**src/rtl/pdb_pkg.sv**
```systemverilog
package pdb_pkg;

    localparam int COORD_WIDTH     = 24;
    localparam int ANGLE_WIDTH     = 16;
    localparam int ROTATION_STAGES = 16;

    localparam int RANGE_WIDTH = 25;
    localparam int DIFF_WIDTH  = COORD_WIDTH + 1;
    localparam int CFG_WIDTH   = (RANGE_WIDTH > COORD_WIDTH) ? RANGE_WIDTH : COORD_WIDTH;
    localparam int CFG_INDEX_WIDTH = 3;

    localparam int SQ_WIDTH    = 2 * DIFF_WIDTH;
    localparam int LIM_WIDTH   = 2 * RANGE_WIDTH;
    localparam int CMP_WIDTH   = (SQ_WIDTH > LIM_WIDTH) ? SQ_WIDTH : LIM_WIDTH;
    localparam int SQRT_STEPS  = DIFF_WIDTH;
    localparam int REM_WIDTH   = DIFF_WIDTH + 3;

    localparam int SCALE_SHIFT = 24;
    localparam int CORDIC_WIDTH = DIFF_WIDTH + SCALE_SHIFT + 3;
    localparam int ROT_COUNT   = (ROTATION_STAGES < 32) ? ROTATION_STAGES : 32;
    localparam int ANGLE_SHIFT = 32 - ANGLE_WIDTH;

    localparam int PIPE_DEPTH  = ((1 + SQRT_STEPS) > ROT_COUNT) ? (1 + SQRT_STEPS) : ROT_COUNT;

    localparam int QUEUE_DEPTH = 2;
    localparam int QUEUE_AW    = $clog2(QUEUE_DEPTH);

    localparam logic [CFG_INDEX_WIDTH-1:0] REG_RANGE_LIMIT = 3'd0;
    localparam logic [CFG_INDEX_WIDTH-1:0] REG_BOX_X_LOW   = 3'd1;
    localparam logic [CFG_INDEX_WIDTH-1:0] REG_BOX_X_HIGH  = 3'd2;
    localparam logic [CFG_INDEX_WIDTH-1:0] REG_BOX_Y_LOW   = 3'd3;
    localparam logic [CFG_INDEX_WIDTH-1:0] REG_BOX_Y_HIGH  = 3'd4;

    typedef struct packed {
        logic signed [COORD_WIDTH-1:0] first_x;
        logic signed [COORD_WIDTH-1:0] first_y;
        logic signed [COORD_WIDTH-1:0] second_x;
        logic signed [COORD_WIDTH-1:0] second_y;
    } point_t;

    typedef struct packed {
        logic [DIFF_WIDTH-1:0]         distance;
        logic signed [ANGLE_WIDTH-1:0] bearing;
        logic                          in_range;
        logic                          in_box;
    } result_t;

    typedef struct packed {
        logic signed [COORD_WIDTH-1:0] x_low;
        logic signed [COORD_WIDTH-1:0] x_high;
        logic signed [COORD_WIDTH-1:0] y_low;
        logic signed [COORD_WIDTH-1:0] y_high;
    } box_t;

    typedef struct packed {
        logic signed [DIFF_WIDTH-1:0] dx;
        logic signed [DIFF_WIDTH-1:0] dy;
        logic                         in_box;
    } job_t;

    function automatic logic [31:0] atan_turn(input int i);
        logic [31:0] v;
        case (i)
            0:  v = 32'd536870912;
            1:  v = 32'd316933406;
            2:  v = 32'd167458907;
            3:  v = 32'd85004756;
            4:  v = 32'd42667331;
            5:  v = 32'd21354465;
            6:  v = 32'd10679838;
            7:  v = 32'd5340245;
            8:  v = 32'd2670163;
            9:  v = 32'd1335087;
            10: v = 32'd667544;
            11: v = 32'd333772;
            12: v = 32'd166886;
            13: v = 32'd83443;
            14: v = 32'd41722;
            15: v = 32'd20861;
            16: v = 32'd10430;
            17: v = 32'd5215;
            18: v = 32'd2608;
            19: v = 32'd1304;
            20: v = 32'd652;
            21: v = 32'd326;
            22: v = 32'd163;
            23: v = 32'd81;
            24: v = 32'd41;
            25: v = 32'd20;
            26: v = 32'd10;
            27: v = 32'd5;
            28: v = 32'd3;
            29: v = 32'd1;
            30: v = 32'd1;
            default: v = 32'd0;
        endcase
        return v;
    endfunction

endpackage

```
**src/rtl/pdb_front.sv**
```systemverilog
module pdb_front import pdb_pkg::*;
(
    input  logic    clk,
    input  logic    rst_n,
    input  logic    pt_valid,
    output logic    pt_ready,
    input  point_t  pt,
    input  box_t    box,
    output logic    job_valid,
    input  logic    job_ready,
    output job_t    job
);

    logic valid_reg;
    job_t job_reg;
    job_t job_next;

    assign pt_ready  = !valid_reg || job_ready;
    assign job_valid = valid_reg;
    assign job       = job_reg;

    always_comb
    begin
        job_next.dx = DIFF_WIDTH'(pt.second_x) - DIFF_WIDTH'(pt.first_x);
        job_next.dy = DIFF_WIDTH'(pt.second_y) - DIFF_WIDTH'(pt.first_y);
        job_next.in_box = (pt.second_x > box.x_low) && (pt.second_x < box.x_high) &&
                          (pt.second_y > box.y_low) && (pt.second_y < box.y_high);
    end

    always_ff @(posedge clk or negedge rst_n)
    begin
        if (!rst_n)
        begin
            valid_reg <= 1'b0;
        end
        else if (pt_ready)
        begin
            valid_reg <= pt_valid;
        end
    end

    always_ff @(posedge clk)
    begin
        if (pt_valid && pt_ready)
        begin
            job_reg <= job_next;
        end
    end

endmodule

```
**config.mk**
```make
export PLATFORM = sky130hd
export DESIGN_NAME = pdb_front
export DESIGN_NICKNAME = d
export VERILOG_FILES = /design/src/rtl/pdb_pkg.sv /design/src/rtl/pdb_front.sv
export SDC_FILE = /design/constraint.sdc
export NUM_CORES = 1
export LEC_CHECK = 0
export ABC_AREA = 0
export BUFFER_PORTS_ARGS = -buffer_cell sky130_fd_sc_hd__buf_4
export CORE_ASPECT_RATIO = 1.5
export CORE_MARGIN = 2
export CORE_UTILIZATION = 55
export CTS_BUF_LIST = sky130_fd_sc_hd__clkbuf_16
export DETAILED_ROUTE_END_ITERATION = 8
export PLACE_DENSITY_LB_ADDON = 0.12
export SYNTH_ARGS = -nofsm -noshare
export SYNTH_HDL_FRONTEND = slang
export SYNTH_SLANG_ARGS = --single-unit
```
**constraint.sdc**
```tcl
create_clock -name clk -period 3.5 [get_ports clk]
set_input_delay 0 -clock clk [delete_from_list [all_inputs] [get_ports clk]]
set_output_delay 0 -clock clk [all_outputs]
set_load 0.005 [all_outputs]
```
# After elaboration in Yosys (flattened, before gate mapping)
# Index checks and enable logic that the tools add are counted.
totals:
  reg_bits: 52
  latch_bits: 0
  ram_bits: 0
  romBits: 0
  input_bits: 196
  out_inout_bits: 53
  wordCells: 16
  memories: 0
op_classes:
  addsub: 2
  multipliers: 0
  div_mod_pow: 0
  magnitude_cmp: 4
  eq_ne: 0
  shifts: 0
  n_mux: 0
  bitwise_logic: 0
  reduce_logical: 6
op_table:
  columns: ["op", "count"]
  rows:
  - ["$sub A24 B24 Y25", 2]
  - ["$gt A24 B24 Y1", 2]
  - ["$lt A24 B24 Y1", 2]
  - ["$logic_and A1 B1 Y1", 4]
  - ["$logic_not A1 Y1", 1]
  - ["$logic_or A1 B1 Y1", 1]

# Logic depth before layout (Yosys ltp)
logic_depth:
  ltp_word: 4
  mapped_depth: 11
  depth_no_buf: 11

# Worst setup path after synthesis
# OpenSTA, ideal clock, no wires.
synth_path:
  path_kind: "in2reg"
  from: "in pt[24] (netlist name)"
  to: "reg job_reg, in the netlist job[44], data pin"
  setup_ps: 261
  arrival_ps: 2016
  required_time_ps: 3239
  slack_ps: 1223
  cell_stages: 11
  path_buffers: 0
  path_cell_list: "inv_1 -> ha_1 -> fa_1 -> nor2b_1 -> o21ai_0 -> a21oi_1 -> o211a_1 -> o2111ai_1 -> a21boi_1 -> nor4_1 -> a311o_1"
synth_rtl:
  columns: ["item", "line", "rtl"]
  rows:
  - ["from (decl)", "pdb_front.sv:7", "input point_t pt,"]
  - ["to (signal assigned)", "pdb_front.sv:46", "job_reg <= job_next;"]
  - ["to (decl)", "pdb_front.sv:15", "job_t job_reg;"]

==> reports/metrics.cfg <==
[status]
status=completed

[routing]
wire_per_inst_um=14.68
viasPerCell=5.356
wl_mm=16.88
dr.pass1.iters=5
dr.first_iter.drc_count=104
drc=0
ant_nets=0
vias=6159

[yosys]
yosys.cell_types.count=64
synth_edf_count=51
ys_seq_area_share_pct=24.12
syn_area_um2=6454
synth_ff_type=edfxtp_1
synth_warnings=0
syn-num-nets=1082
synth-seq-cells=52
synthCells=742
synth.avg_cell_area_um2=8.698
synth-async-reset-ratio_pct=1.923

[layout]
fill_cells=913
final_nets=1339
fin_cells=1150
final_cell_mix=buf_4 (249), inv_1 (166), ha_1 (142)
drive_above_1_share_pct=26.90
largest_reg_flops=51
syn2layout_area_growth_pct=34.26
final_common_cell=buf_4
diodes=0

[worst_setup_path]
worstPathArrival_ps=2380
reg2reg_slack_ps=1590
slowest_delay_ps=410
cp_max_fo=4
timing.rr.start=job_valid
path_cells=buf_4 > inv_1 > ha_1 > fa_1 > nor2b_1 > o21ai_0 > a21oi_1 > o211a_1 > o2111ai_1 > a21boi_1 > nor4_1 > a311o_1
cp.required_ps=3540
cpMaxStageDelayCell=fa_1
criticalPathCategory=in2reg
reg2reg_depth=3
setup.worst_path.end_class=flop
r2r-end=job[35]
cp-start-kind=primary input

[place]
place_congestion=0.8547
io_buffers=248
dp_hpwl_mm=14.77
post-place-cells=1140
dp_slack_ps=767.4

[floorplan]
die_y_um=136.7
core-area_um2=11470
dieWidth_um=92.45
num_rows=48
die_area_um2=12630
initial_core_util_pct=56.26
ioPinCount=249

[global_routing]
gr-total-overflow=0
grt_start_max_net_pins=37
antenna_found_initial=0
grt_pass1_wl_mm=26.87
track_usage_pct=26.58
grt_pass1_vias=6026

[timing]
finalClockSkew_ps=1.839
setup_viol=0
rsz0062_at_grt=no
hold_viol_final=0
max_slew.worst_pin.slew_ps=818.8
max_slew_margin_pct=45.41
post-route-period-util_pct=66.89
setup_ws_ps=1159
slew_viol_final=0
period_needed_ps=2341
max_freq_ghz=0.4272
fin_setup_tns_ps=0

[clock_network]
cts_hold_buffers=2
clk_latency_ps=290
root_buffer=clkbuf_16
postCtsResizedCells=0
htree_levels=2
clock_sinks=52
path_clk_slew_ps=70
cts_buffers=5
cts.path.max_buffers=2
cts_tree=yes
cts_setup_buffers=0

[power_and_ir_drop]
power_mw=2.308
power.density_nw_per_um2=266.4
leakage_nw=4.804
max-vdd-ir-drop_mv=0.2094

[job]
cap_violations=0

[min_path]
hold_path_class=in2async

metrics by stage:
| stage | area, um^2 | hold slack, ps | utilization, % |
|---|---|---|---|
| detailed placement | 8507 | -224.1 | 74.16 |
| global route | 8665 | 35.24 | 75.53 |
| CTS | 8665 | 16.33 | 75.53 |
| global placement | 8507 | -225.2 | 74.16 |
| finish | 8665 | 13.86 | 75.53 |
| floorplan | 6454 | -295.6 | - |
worst max-delay path by stage:
stage	from	end	slack, ps	cells after the start
after floorplan	pt[24]	job[44]	1220	11
after global placement	pt[41]	job[0]	870	10
after CTS	pt[41]	job[0]	1050	10
final	pt[24]	job[44]	1160	12
after detailed placement	pt[41]	job[0]	770	10
after global routing	pt[41]	job[0]	890	10
worst max-delay path: cells and delay by family:
kind / cells / cell delay, ps
AO/OA/AOI/OAI: 6 / 1430
adder cells (fa/ha/maj): 2 / 630
AND/OR/NAND/NOR: 2 / 180
buffers and inverters: 2 / 130
power breakdown:
group          total (mW)  internal, mW  leakage, nW  switching (mW)
clock network       0.467         0.259       0.0762           0.208
registers           0.804         0.785        0.497          0.0183
logic                1.04         0.539         4.23           0.498
synth_stat cells (all sizes together) (6+ instances only):
master | n | share of area (%)
ha | 142 | 28
nor3 | 11 | 0.93
a21o | 43 | 5.0
o21ai | 30 | 2.4
nand3 | 10 | 0.78
a21oi | 56 | 4.3
nand2 | 24 | 1.4
nand4 | 21 | 2.0
xor2 | 11 | 1.5
o211ai | 6 | 0.70
o21a | 9 | 1.0
edfxtp | 51 | 24
nor2b | 18 | 1.9
nor2 | 32 | 1.9
xnor2 | 25 | 3.4
nand2b | 14 | 1.4
inv | 164 | 9.5
layout make-up:
class / instances / area, um^2 / share of cell area [%]
clock buffers: 5 / 125.1 / 1.444
clock inverters: 3 / 12.51 / 0.1444
inverters: 164 / 615.6 / 7.105
multi-input cells: 525 / 4278 / 49.37
flip-flops and latches: 52 / 1556 / 17.96
well taps: 150 / 187.7 / 2.166
repair buffers: 251 / 1889 / 21.81
layer usage:
metal	vias to the layer above	share of wire, %	global-route usage [%]
met3	45	5.7	3.744
met1	2769	36	27.49
li1	3139	-	-
met5	-	0	0
met4	0	4.4	12.69
met2	206	54	51.70
cell families after synthesis:
| group | count (synthesis) | share of synthesized area (%) |
|---|---|---|
| buf+inv | 165 | 9.616 |
| mux | 2 | 0.3102 |
| fa+ha+maj | 144 | 28.15 |
| compound gates | 195 | 20.67 |
| simple gates | 148 | 12.25 |
| flops | 52 | 24.12 |
| xor+xnor | 36 | 4.886 |
(Power assumes the default switching activity.)
