## src/rtl/pdb_pkg.sv

```systemverilog
package pdb_pkg;

    localparam int COORD_WIDTH     = 24;
    localparam int ANGLE_WIDTH     = 16;
    localparam int ROTATION_STAGES = 16;

    localparam int RANGE_WIDTH = 25;
    localparam int DIFF_WIDTH  = COORD_WIDTH + 1;
    localparam int CFG_WIDTH   = (RANGE_WIDTH > COORD_WIDTH) ? RANGE_WIDTH : COORD_WIDTH;
    localparam int CFG_INDEX_WIDTH = 3;

    localparam int SQ_WIDTH    = 2 * DIFF_WIDTH;
    localparam int LIM_WIDTH   = 2 * RANGE_WIDTH;
    localparam int CMP_WIDTH   = (SQ_WIDTH > LIM_WIDTH) ? SQ_WIDTH : LIM_WIDTH;
    localparam int SQRT_STEPS  = DIFF_WIDTH;
    localparam int REM_WIDTH   = DIFF_WIDTH + 3;

    localparam int SCALE_SHIFT = 24;
    localparam int CORDIC_WIDTH = DIFF_WIDTH + SCALE_SHIFT + 3;
    localparam int ROT_COUNT   = (ROTATION_STAGES < 32) ? ROTATION_STAGES : 32;
    localparam int ANGLE_SHIFT = 32 - ANGLE_WIDTH;

    localparam int PIPE_DEPTH  = ((1 + SQRT_STEPS) > ROT_COUNT) ? (1 + SQRT_STEPS) : ROT_COUNT;

    localparam int QUEUE_DEPTH = 2;
    localparam int QUEUE_AW    = $clog2(QUEUE_DEPTH);

    localparam logic [CFG_INDEX_WIDTH-1:0] REG_RANGE_LIMIT = 3'd0;
    localparam logic [CFG_INDEX_WIDTH-1:0] REG_BOX_X_LOW   = 3'd1;
    localparam logic [CFG_INDEX_WIDTH-1:0] REG_BOX_X_HIGH  = 3'd2;
    localparam logic [CFG_INDEX_WIDTH-1:0] REG_BOX_Y_LOW   = 3'd3;
    localparam logic [CFG_INDEX_WIDTH-1:0] REG_BOX_Y_HIGH  = 3'd4;

    typedef struct packed {
        logic signed [COORD_WIDTH-1:0] first_x;
        logic signed [COORD_WIDTH-1:0] first_y;
        logic signed [COORD_WIDTH-1:0] second_x;
        logic signed [COORD_WIDTH-1:0] second_y;
    } point_t;

    typedef struct packed {
        logic [DIFF_WIDTH-1:0]         distance;
        logic signed [ANGLE_WIDTH-1:0] bearing;
        logic                          in_range;
        logic                          in_box;
    } result_t;

    typedef struct packed {
        logic signed [COORD_WIDTH-1:0] x_low;
        logic signed [COORD_WIDTH-1:0] x_high;
        logic signed [COORD_WIDTH-1:0] y_low;
        logic signed [COORD_WIDTH-1:0] y_high;
    } box_t;

    typedef struct packed {
        logic signed [DIFF_WIDTH-1:0] dx;
        logic signed [DIFF_WIDTH-1:0] dy;
        logic                         in_box;
    } job_t;

    function automatic logic [31:0] atan_turn(input int i);
        logic [31:0] v;
        case (i)
            0:  v = 32'd536870912;
            1:  v = 32'd316933406;
            2:  v = 32'd167458907;
            3:  v = 32'd85004756;
            4:  v = 32'd42667331;
            5:  v = 32'd21354465;
            6:  v = 32'd10679838;
            7:  v = 32'd5340245;
            8:  v = 32'd2670163;
            9:  v = 32'd1335087;
            10: v = 32'd667544;
            11: v = 32'd333772;
            12: v = 32'd166886;
            13: v = 32'd83443;
            14: v = 32'd41722;
            15: v = 32'd20861;
            16: v = 32'd10430;
            17: v = 32'd5215;
            18: v = 32'd2608;
            19: v = 32'd1304;
            20: v = 32'd652;
            21: v = 32'd326;
            22: v = 32'd163;
            23: v = 32'd81;
            24: v = 32'd41;
            25: v = 32'd20;
            26: v = 32'd10;
            27: v = 32'd5;
            28: v = 32'd3;
            29: v = 32'd1;
            30: v = 32'd1;
            default: v = 32'd0;
        endcase
        return v;
    endfunction

endpackage

```

## src/rtl/pdb_queue.sv

```systemverilog
module pdb_queue import pdb_pkg::*;
(
    input  logic clk,
    input  logic rst_n,
    input  logic push_valid,
    output logic push_ready,
    input  job_t push_item,
    output logic pop_valid,
    input  logic pop_ready,
    output job_t pop_item
);

    job_t                 slot_reg [QUEUE_DEPTH];
    logic [QUEUE_AW-1:0]  wr_ptr_reg;
    logic [QUEUE_AW-1:0]  rd_ptr_reg;
    logic [QUEUE_AW:0]    count_reg;
    logic                 push;
    logic                 pop;

    assign push_ready = (count_reg != (QUEUE_AW + 1)'(QUEUE_DEPTH));
    assign pop_valid  = (count_reg != '0);
    assign pop_item   = slot_reg[rd_ptr_reg];
    assign push       = push_valid && push_ready;
    assign pop        = pop_valid && pop_ready;

    always_ff @(posedge clk or negedge rst_n)
    begin
        if (!rst_n)
        begin
            wr_ptr_reg <= '0;
            rd_ptr_reg <= '0;
            count_reg  <= '0;
        end
        else
        begin
            if (push)
            begin
                wr_ptr_reg <= wr_ptr_reg + 1'b1;
            end
            if (pop)
            begin
                rd_ptr_reg <= rd_ptr_reg + 1'b1;
            end
            if (push && !pop)
            begin
                count_reg <= count_reg + 1'b1;
            end
            else if (pop && !push)
            begin
                count_reg <= count_reg - 1'b1;
            end
        end
    end

    always_ff @(posedge clk)
    begin
        if (push)
        begin
            slot_reg[wr_ptr_reg] <= push_item;
        end
    end

    assert property (@(posedge clk) disable iff (!rst_n)
        count_reg <= (QUEUE_AW + 1)'(QUEUE_DEPTH))
        else $error("queue count beyond depth");

    assert property (@(posedge clk) disable iff (!rst_n)
        (push && !pop) |=> (count_reg == $past(count_reg) + 1'b1))
        else $error("queue count missed a push");

    assert property (@(posedge clk) disable iff (!rst_n)
        (pop && !push) |=> (count_reg == $past(count_reg) - 1'b1))
        else $error("queue count missed a pop");

endmodule

```

## config.mk

```make
export PLATFORM = sky130hd
export DESIGN_NAME = pdb_queue
export DESIGN_NICKNAME = d
export VERILOG_FILES = /design/src/rtl/pdb_pkg.sv /design/src/rtl/pdb_queue.sv
export SDC_FILE = /design/constraint.sdc
export NUM_CORES = 1
export LEC_CHECK = 0
export ABC_AREA = 1
export BUFFER_PORTS_ARGS = -buffer_cell sky130_fd_sc_hd__buf_2
export CAP_MARGIN = 20
export CELL_PAD_IN_SITES_DETAIL_PLACEMENT = 2
export CELL_PAD_IN_SITES_GLOBAL_PLACEMENT = 2
export CORE_MARGIN = 3
export CORE_UTILIZATION = 37
export CTS_CLUSTER_SIZE = 24
export DETAILED_ROUTE_END_ITERATION = 10
export PLACE_DENSITY_LB_ADDON = 0.2
export SETUP_SLACK_MARGIN = 0.02
export SYNTH_ARGS = -nofsm -noshare
export SYNTH_HDL_FRONTEND = slang
export SYNTH_SLANG_ARGS = --single-unit
```

## constraint.sdc

```tcl
create_clock -name clk -period 5.32 [get_ports clk]
set_clock_uncertainty 0.1 [all_clocks]
set_input_delay 0.532 -clock clk [delete_from_list [all_inputs] [get_ports clk]]
set_output_delay 0.532 -clock clk [all_outputs]
set_load 0.01 [all_outputs]
```

Yosys cells after proc, flatten, opt, wreduce, memory -nomap -nowiden
Memory sizes are Yosys's and may differ from the RTL's.
Index checks and enable logic that the tools add are counted.

operators by class
  multiplexer cells = 4
  bitwise gates (word level) = 0
  reduce and logical (&&, ||, !) cells = 8
  add/subtract/negate cells = 4
  $lt $le $gt $ge = 0
  div/mod/pow operators = 0
  multiply operators = 0
  shifts and indexed selects = 0
  equal/unequal tests = 1

operators with widths
  kind                                              number
  logical AND 1 bit                                 4
  2-to-1 mux 2 bit                                  2
  nonzero test 2 bit                                2
  adder 1 bit, second input constant                2
  adder 2 x 1 -> 2 bit, second input constant       1
  zero test 1 bit                                   2
  2-to-1 mux 1 bit                                  2
  inequality test 2 bit, second input constant      1
  subtractor 2 x 1 -> 2 bit, second input constant  1

word-level totals
  bits in writable memories = 102
  latch bits = 0
  logic and storage cells = 21
  bits in read-only memories = 0
  memories = 1
  register bits = 4
  output and inout port bits = 53
  bits of input ports = 55

memory list
  name      words  width  rd ports  clocked after memory_dff  write ports  RTL line         source
  slot_reg  2      51     1         0                         1            pdb_queue.sv:13  job_t slot_reg [QUEUE_DEPTH];

Logic depth before layout (Yosys ltp)
  word-level depth = 6
  mapped depth = 10
  depth with buffers taken out = 10

Least setup slack after synthesis
OpenSTA, ideal clock, no wires.

  path type = reg-to-reg
  from = reg count_reg[0]
  to = mem slot_reg[0][0] (netlist bit), enable pin
  data required time = 4,760 ps
  period minus slack after synthesis = 3,306 ps
  buffers on the path = 0
  stages on the path, launching flop included = 5
  library setup time = 460 ps
  arrival time = 2,746 ps
  slack = 2,014 ps
  cell sequence = dfrtp_1 > inv_2 > nand2_2 > nand2_2 > nor2_1

on the way
  word-level cells in the longest chain between the ends = 4

RTL lines
  what                                    RTL line         source
  start, declared                         pdb_queue.sv:16  logic [QUEUE_AW:0] count_reg;
  start signal, assigned                  pdb_queue.sv:46  count_reg <= count_reg + 1'b1;
  start signal, assigned                  pdb_queue.sv:50  count_reg <= count_reg - 1'b1;
  inequality test 2 bit                   pdb_queue.sv:20  assign push_ready = (count_reg != (QUEUE_AW + 1)'(QUEUE_DEPTH));
  via push_ready                          pdb_queue.sv:6   output logic push_ready,
  logical AND 1 bit                       pdb_queue.sv:23  assign push = push_valid && push_ready;
  2-to-1 mux 1 bit                        pdb_queue.sv:57  if (push)
  2-to-1 mux 1 bit (not written as such)  pdb_queue.sv:59  slot_reg[wr_ptr_reg] <= push_item;
  end, declared                           pdb_queue.sv:13

The timed path passes the listed nets, and every way through them passes these cells.

==> run_results.csv <==
group,metric,value,unit
timing,tns,0,ps
route,vias,2518,
cts,cts.path.max_buffers,2,
synthesis,synth_compound_area_share,0,%
worst_setup_path,cp_max_fo,52,
power,total_power,2581,uW
placed_design,hpwl,6137,um
cts,cts_tree,"built",
finish,nets,463,
timing,tightest_slew,1026,ps
power,seq_power_share,47.9,%
worst_setup_path,cp-end-kind,"output port",
timing,rsz0062_at_grt,"false",
power,power.internal,1629,uW
power,switchingPower,952.0,uW
cts,clkSinkCount,106,
cts,clkLatencyLatePin,350,ps
route,wirelength,9032,um
power,p_comb_share,35.7,%
placed_design,gp_congestion,0.6593,
timing,period_needed,2545,ps
route,via_per_inst,4.603,
route,drt_iter0_drc,99,
cts,cts_hold_buf,1,
placed_design,portBuffers,107,
synthesis,ys_ff_latch,106,
timing,setup_viol,0,
die,dieArea,0.01223,mm^2
synthesis,yosys_warnings,0,
synthesis,synth.distinct_cells,16,
synthesis,synthTopCellsByArea,"edfxtp_1, nand2_1, nand2_2",
route,ant_nets,0,
die,row_count,37,
cts,cts_made_buffers,9,
global_routing,overflow,0,
synthesis,synth_top_area_cell,"edfxtp_1",
finish,area_growth,20.62,%
synthesis,syn_inst,295,
power,p_leak,0.002080,uW
global_routing,grt_max_degree,54,
die,pin_count,108,
timing,timing.slew.headroom,31.40,%
power,power_density,528.8,mW/mm^2
route,drc,0,
finish,largest_register_ffs,102,
global_routing,grt_pass1_wl,14550,um
route,drt_first_pass_iters,4,
worst_setup_path,crit_required,4690,ps
cts,cts_setup_buffers,0,
worst_setup_path,worstSetupPathType,"reg -> out",
die,core-area,0.01046,mm^2
global_routing,grt_pass1_vias,2902,
die,die_w,110.6,um
flow_run,cap_violations,0,
timing,report.final.slew_viol_count,0,
timing,post-route-period-util,47.84,%
outcome,status,"completed",
timing,hold_viol,0,
global_routing,antenna_found_initial,1,
synthesis,synth_top_family_by_area,"simple AND/OR/NAND/NOR gates",
power,ir_worst_vdd,0.2029,mV
synthesis,yosys.area_share.simple,17.13,%
cts,clk_pin_slew,90,ps
synthesis,synth_area_per_cell,13.72,um^2
cts,cts_repair_resize_count,0,
worst_setup_path,r2r_setup_slack,3020,ps
synthesis,synth_top_area_share,75.70,%
power,clock_power_share,16.4,%
route,wl_per_cell,16.51,um
synthesis,synth-xor-area-share,0.4329,%
synthesis,syn-cell-area,0.004046,mm^2
worst_setup_path,arrival,1910,ps
die,die_h,110.6,um
cts,htree_levels,3,
worst_hold_path,min_path_type,"in -> reg",
power,p_sw_share,36.88,%
synthesis,synthMuxAreaShare,0,%
cts,cts_root_buffer,"clkbuf_8",
synthesis,synthAdderAreaFrac,0.3092,%
die,start_util,38.67,%
global_routing,grt_usage,15.09,%
synthesis,yosysSeqAreaShare,78.17,%
synthesis,syn-num-nets,351,
finish,drive_above_1_share,36.74,%
worst_setup_path,critPathLaunchType,"register",
finish,antenna_cells,0,
timing,fmax,0.3929,GHz
==> metal layers <==
metal	vias up	track usage (%)	part of all wire (%)
li1	1204	-	-
met1	1218	18.27	44
met2	85	26.58	50
met3	9	3.452	5.3
met4	2	4.926	0.95
met5	-	0	0.14
==> layout make-up <==
class	count	area [um^2]
tap	136	170.2
sequential	106	3164
inverter	7	33.78
fill	1074	5582
clock inverter	5	31.28
clock buffer	10	127.6
timing repair buffer	112	615.6
multi-input combinational	171	738.2
==> synthesized netlist by cell type <==
master / number
buf_4: 4
edfxtp_1: 102
nand2_1: 140
dfrtp_1: 4
inv_2: 1
inv_1: 5
buf_12: 2
nand2_2: 23
xnor2_1: 1
nor2_1: 2
ha_1: 1
xor2_1: 1
buf_6: 5
inv_8: 1
nand3_1: 2
nand4_1: 1
==> through the flow <==
step | setup slack (ps) | hold slack [ps] | area, um^2 | utilization [%] | instances
2_1_floorplan | 2014 | 136.4 | 4046 | - | 295
3_3_place_gp | 2852 | 245.8 | 4657 | 44.51 | 529
3_5_place_dp | 2840 | 249.9 | 4657 | 44.51 | 529
4_1_cts | 2425 | 240.4 | 4826 | 46.13 | 545
5_1_grt | 2587 | 245.5 | 4881 | 46.65 | 547
6_report | 2775 | 266.7 | 4881 | 46.65 | 547
==> critical path, stage by stage, from the launching register on <==
cell,delay [ps]
dfrtp_2,620
buf_16,260
inv_8,300
nand2_1,100
nand2_1,120
buf_2,140
==> kinds of logic (layout without fill, tap and decap cells) <==
kind of cell               Yosys count  count (layout)
xor gates and xnor gates             2               2
adders and majority gates            1               1
buffers and inverters               18             134
DFF                                106             106
and+or+nand+nor                    168             168
==> worst paths after layout <==
path / start / to / cells past startpoint
worst min-delay path: push_item[17] / slot_reg[0][17] / 1
worst max-delay path: rd_ptr_reg / pop_item[12] / 5
max in group asynchronous: rst_n / rd_ptr_reg / 2
worst min register to register: count_reg[0] / count_reg[0] / 1
worst max register to register: count_reg[0] / slot_reg[1][33] / 5
min in group asynchronous: rst_n / wr_ptr_reg / 2
==> placed cells by master (no fill, tap or decap) <==
cell type | Yosys | routed
inv_6 | 0 | 1
inv_1 | 5 | 5
buf_16 | 0 | 2
buf_2 | 0 | 107
buf_4 | 4 | 2
nand2_1 | 140 | 140
clkinv_1 | 0 | 2
clkbuf_1 | 0 | 1
inv_8 | 1 | 1
clkbuf_8 | 0 | 9
nor2_4 | 0 | 2
nand2_2 | 23 | 23
ha_1 | 1 | 1
nand3_1 | 2 | 2
xnor2_1 | 1 | 1
inv_2 | 1 | 1
dlygate4sd3_1 | 0 | 1
dfrtp_1 | 4 | 3
nand4_1 | 1 | 1
xor2_1 | 1 | 1
dfrtp_2 | 0 | 1
edfxtp_1 | 102 | 102
clkinvlp_4 | 0 | 2
==> power by group through the flow <==
| stage | Clock (uW) | Combinational (uW) | Sequential, uW |
|---|---|---|---|
| 4_1_cts | 443 | 878 | 1270 |
| 3_5_place_dp | 0 | 875 | 1290 |
| 3_3_place_gp | 0 | 839 | 1280 |
| 5_1_grt | 471 | 1040 | 1260 |
| 2_1_floorplan | 0 | 626 | 1220 |
| 6_report | 424 | 922 | 1240 |
No activity file was read; power rests on OpenSTA's default activity.
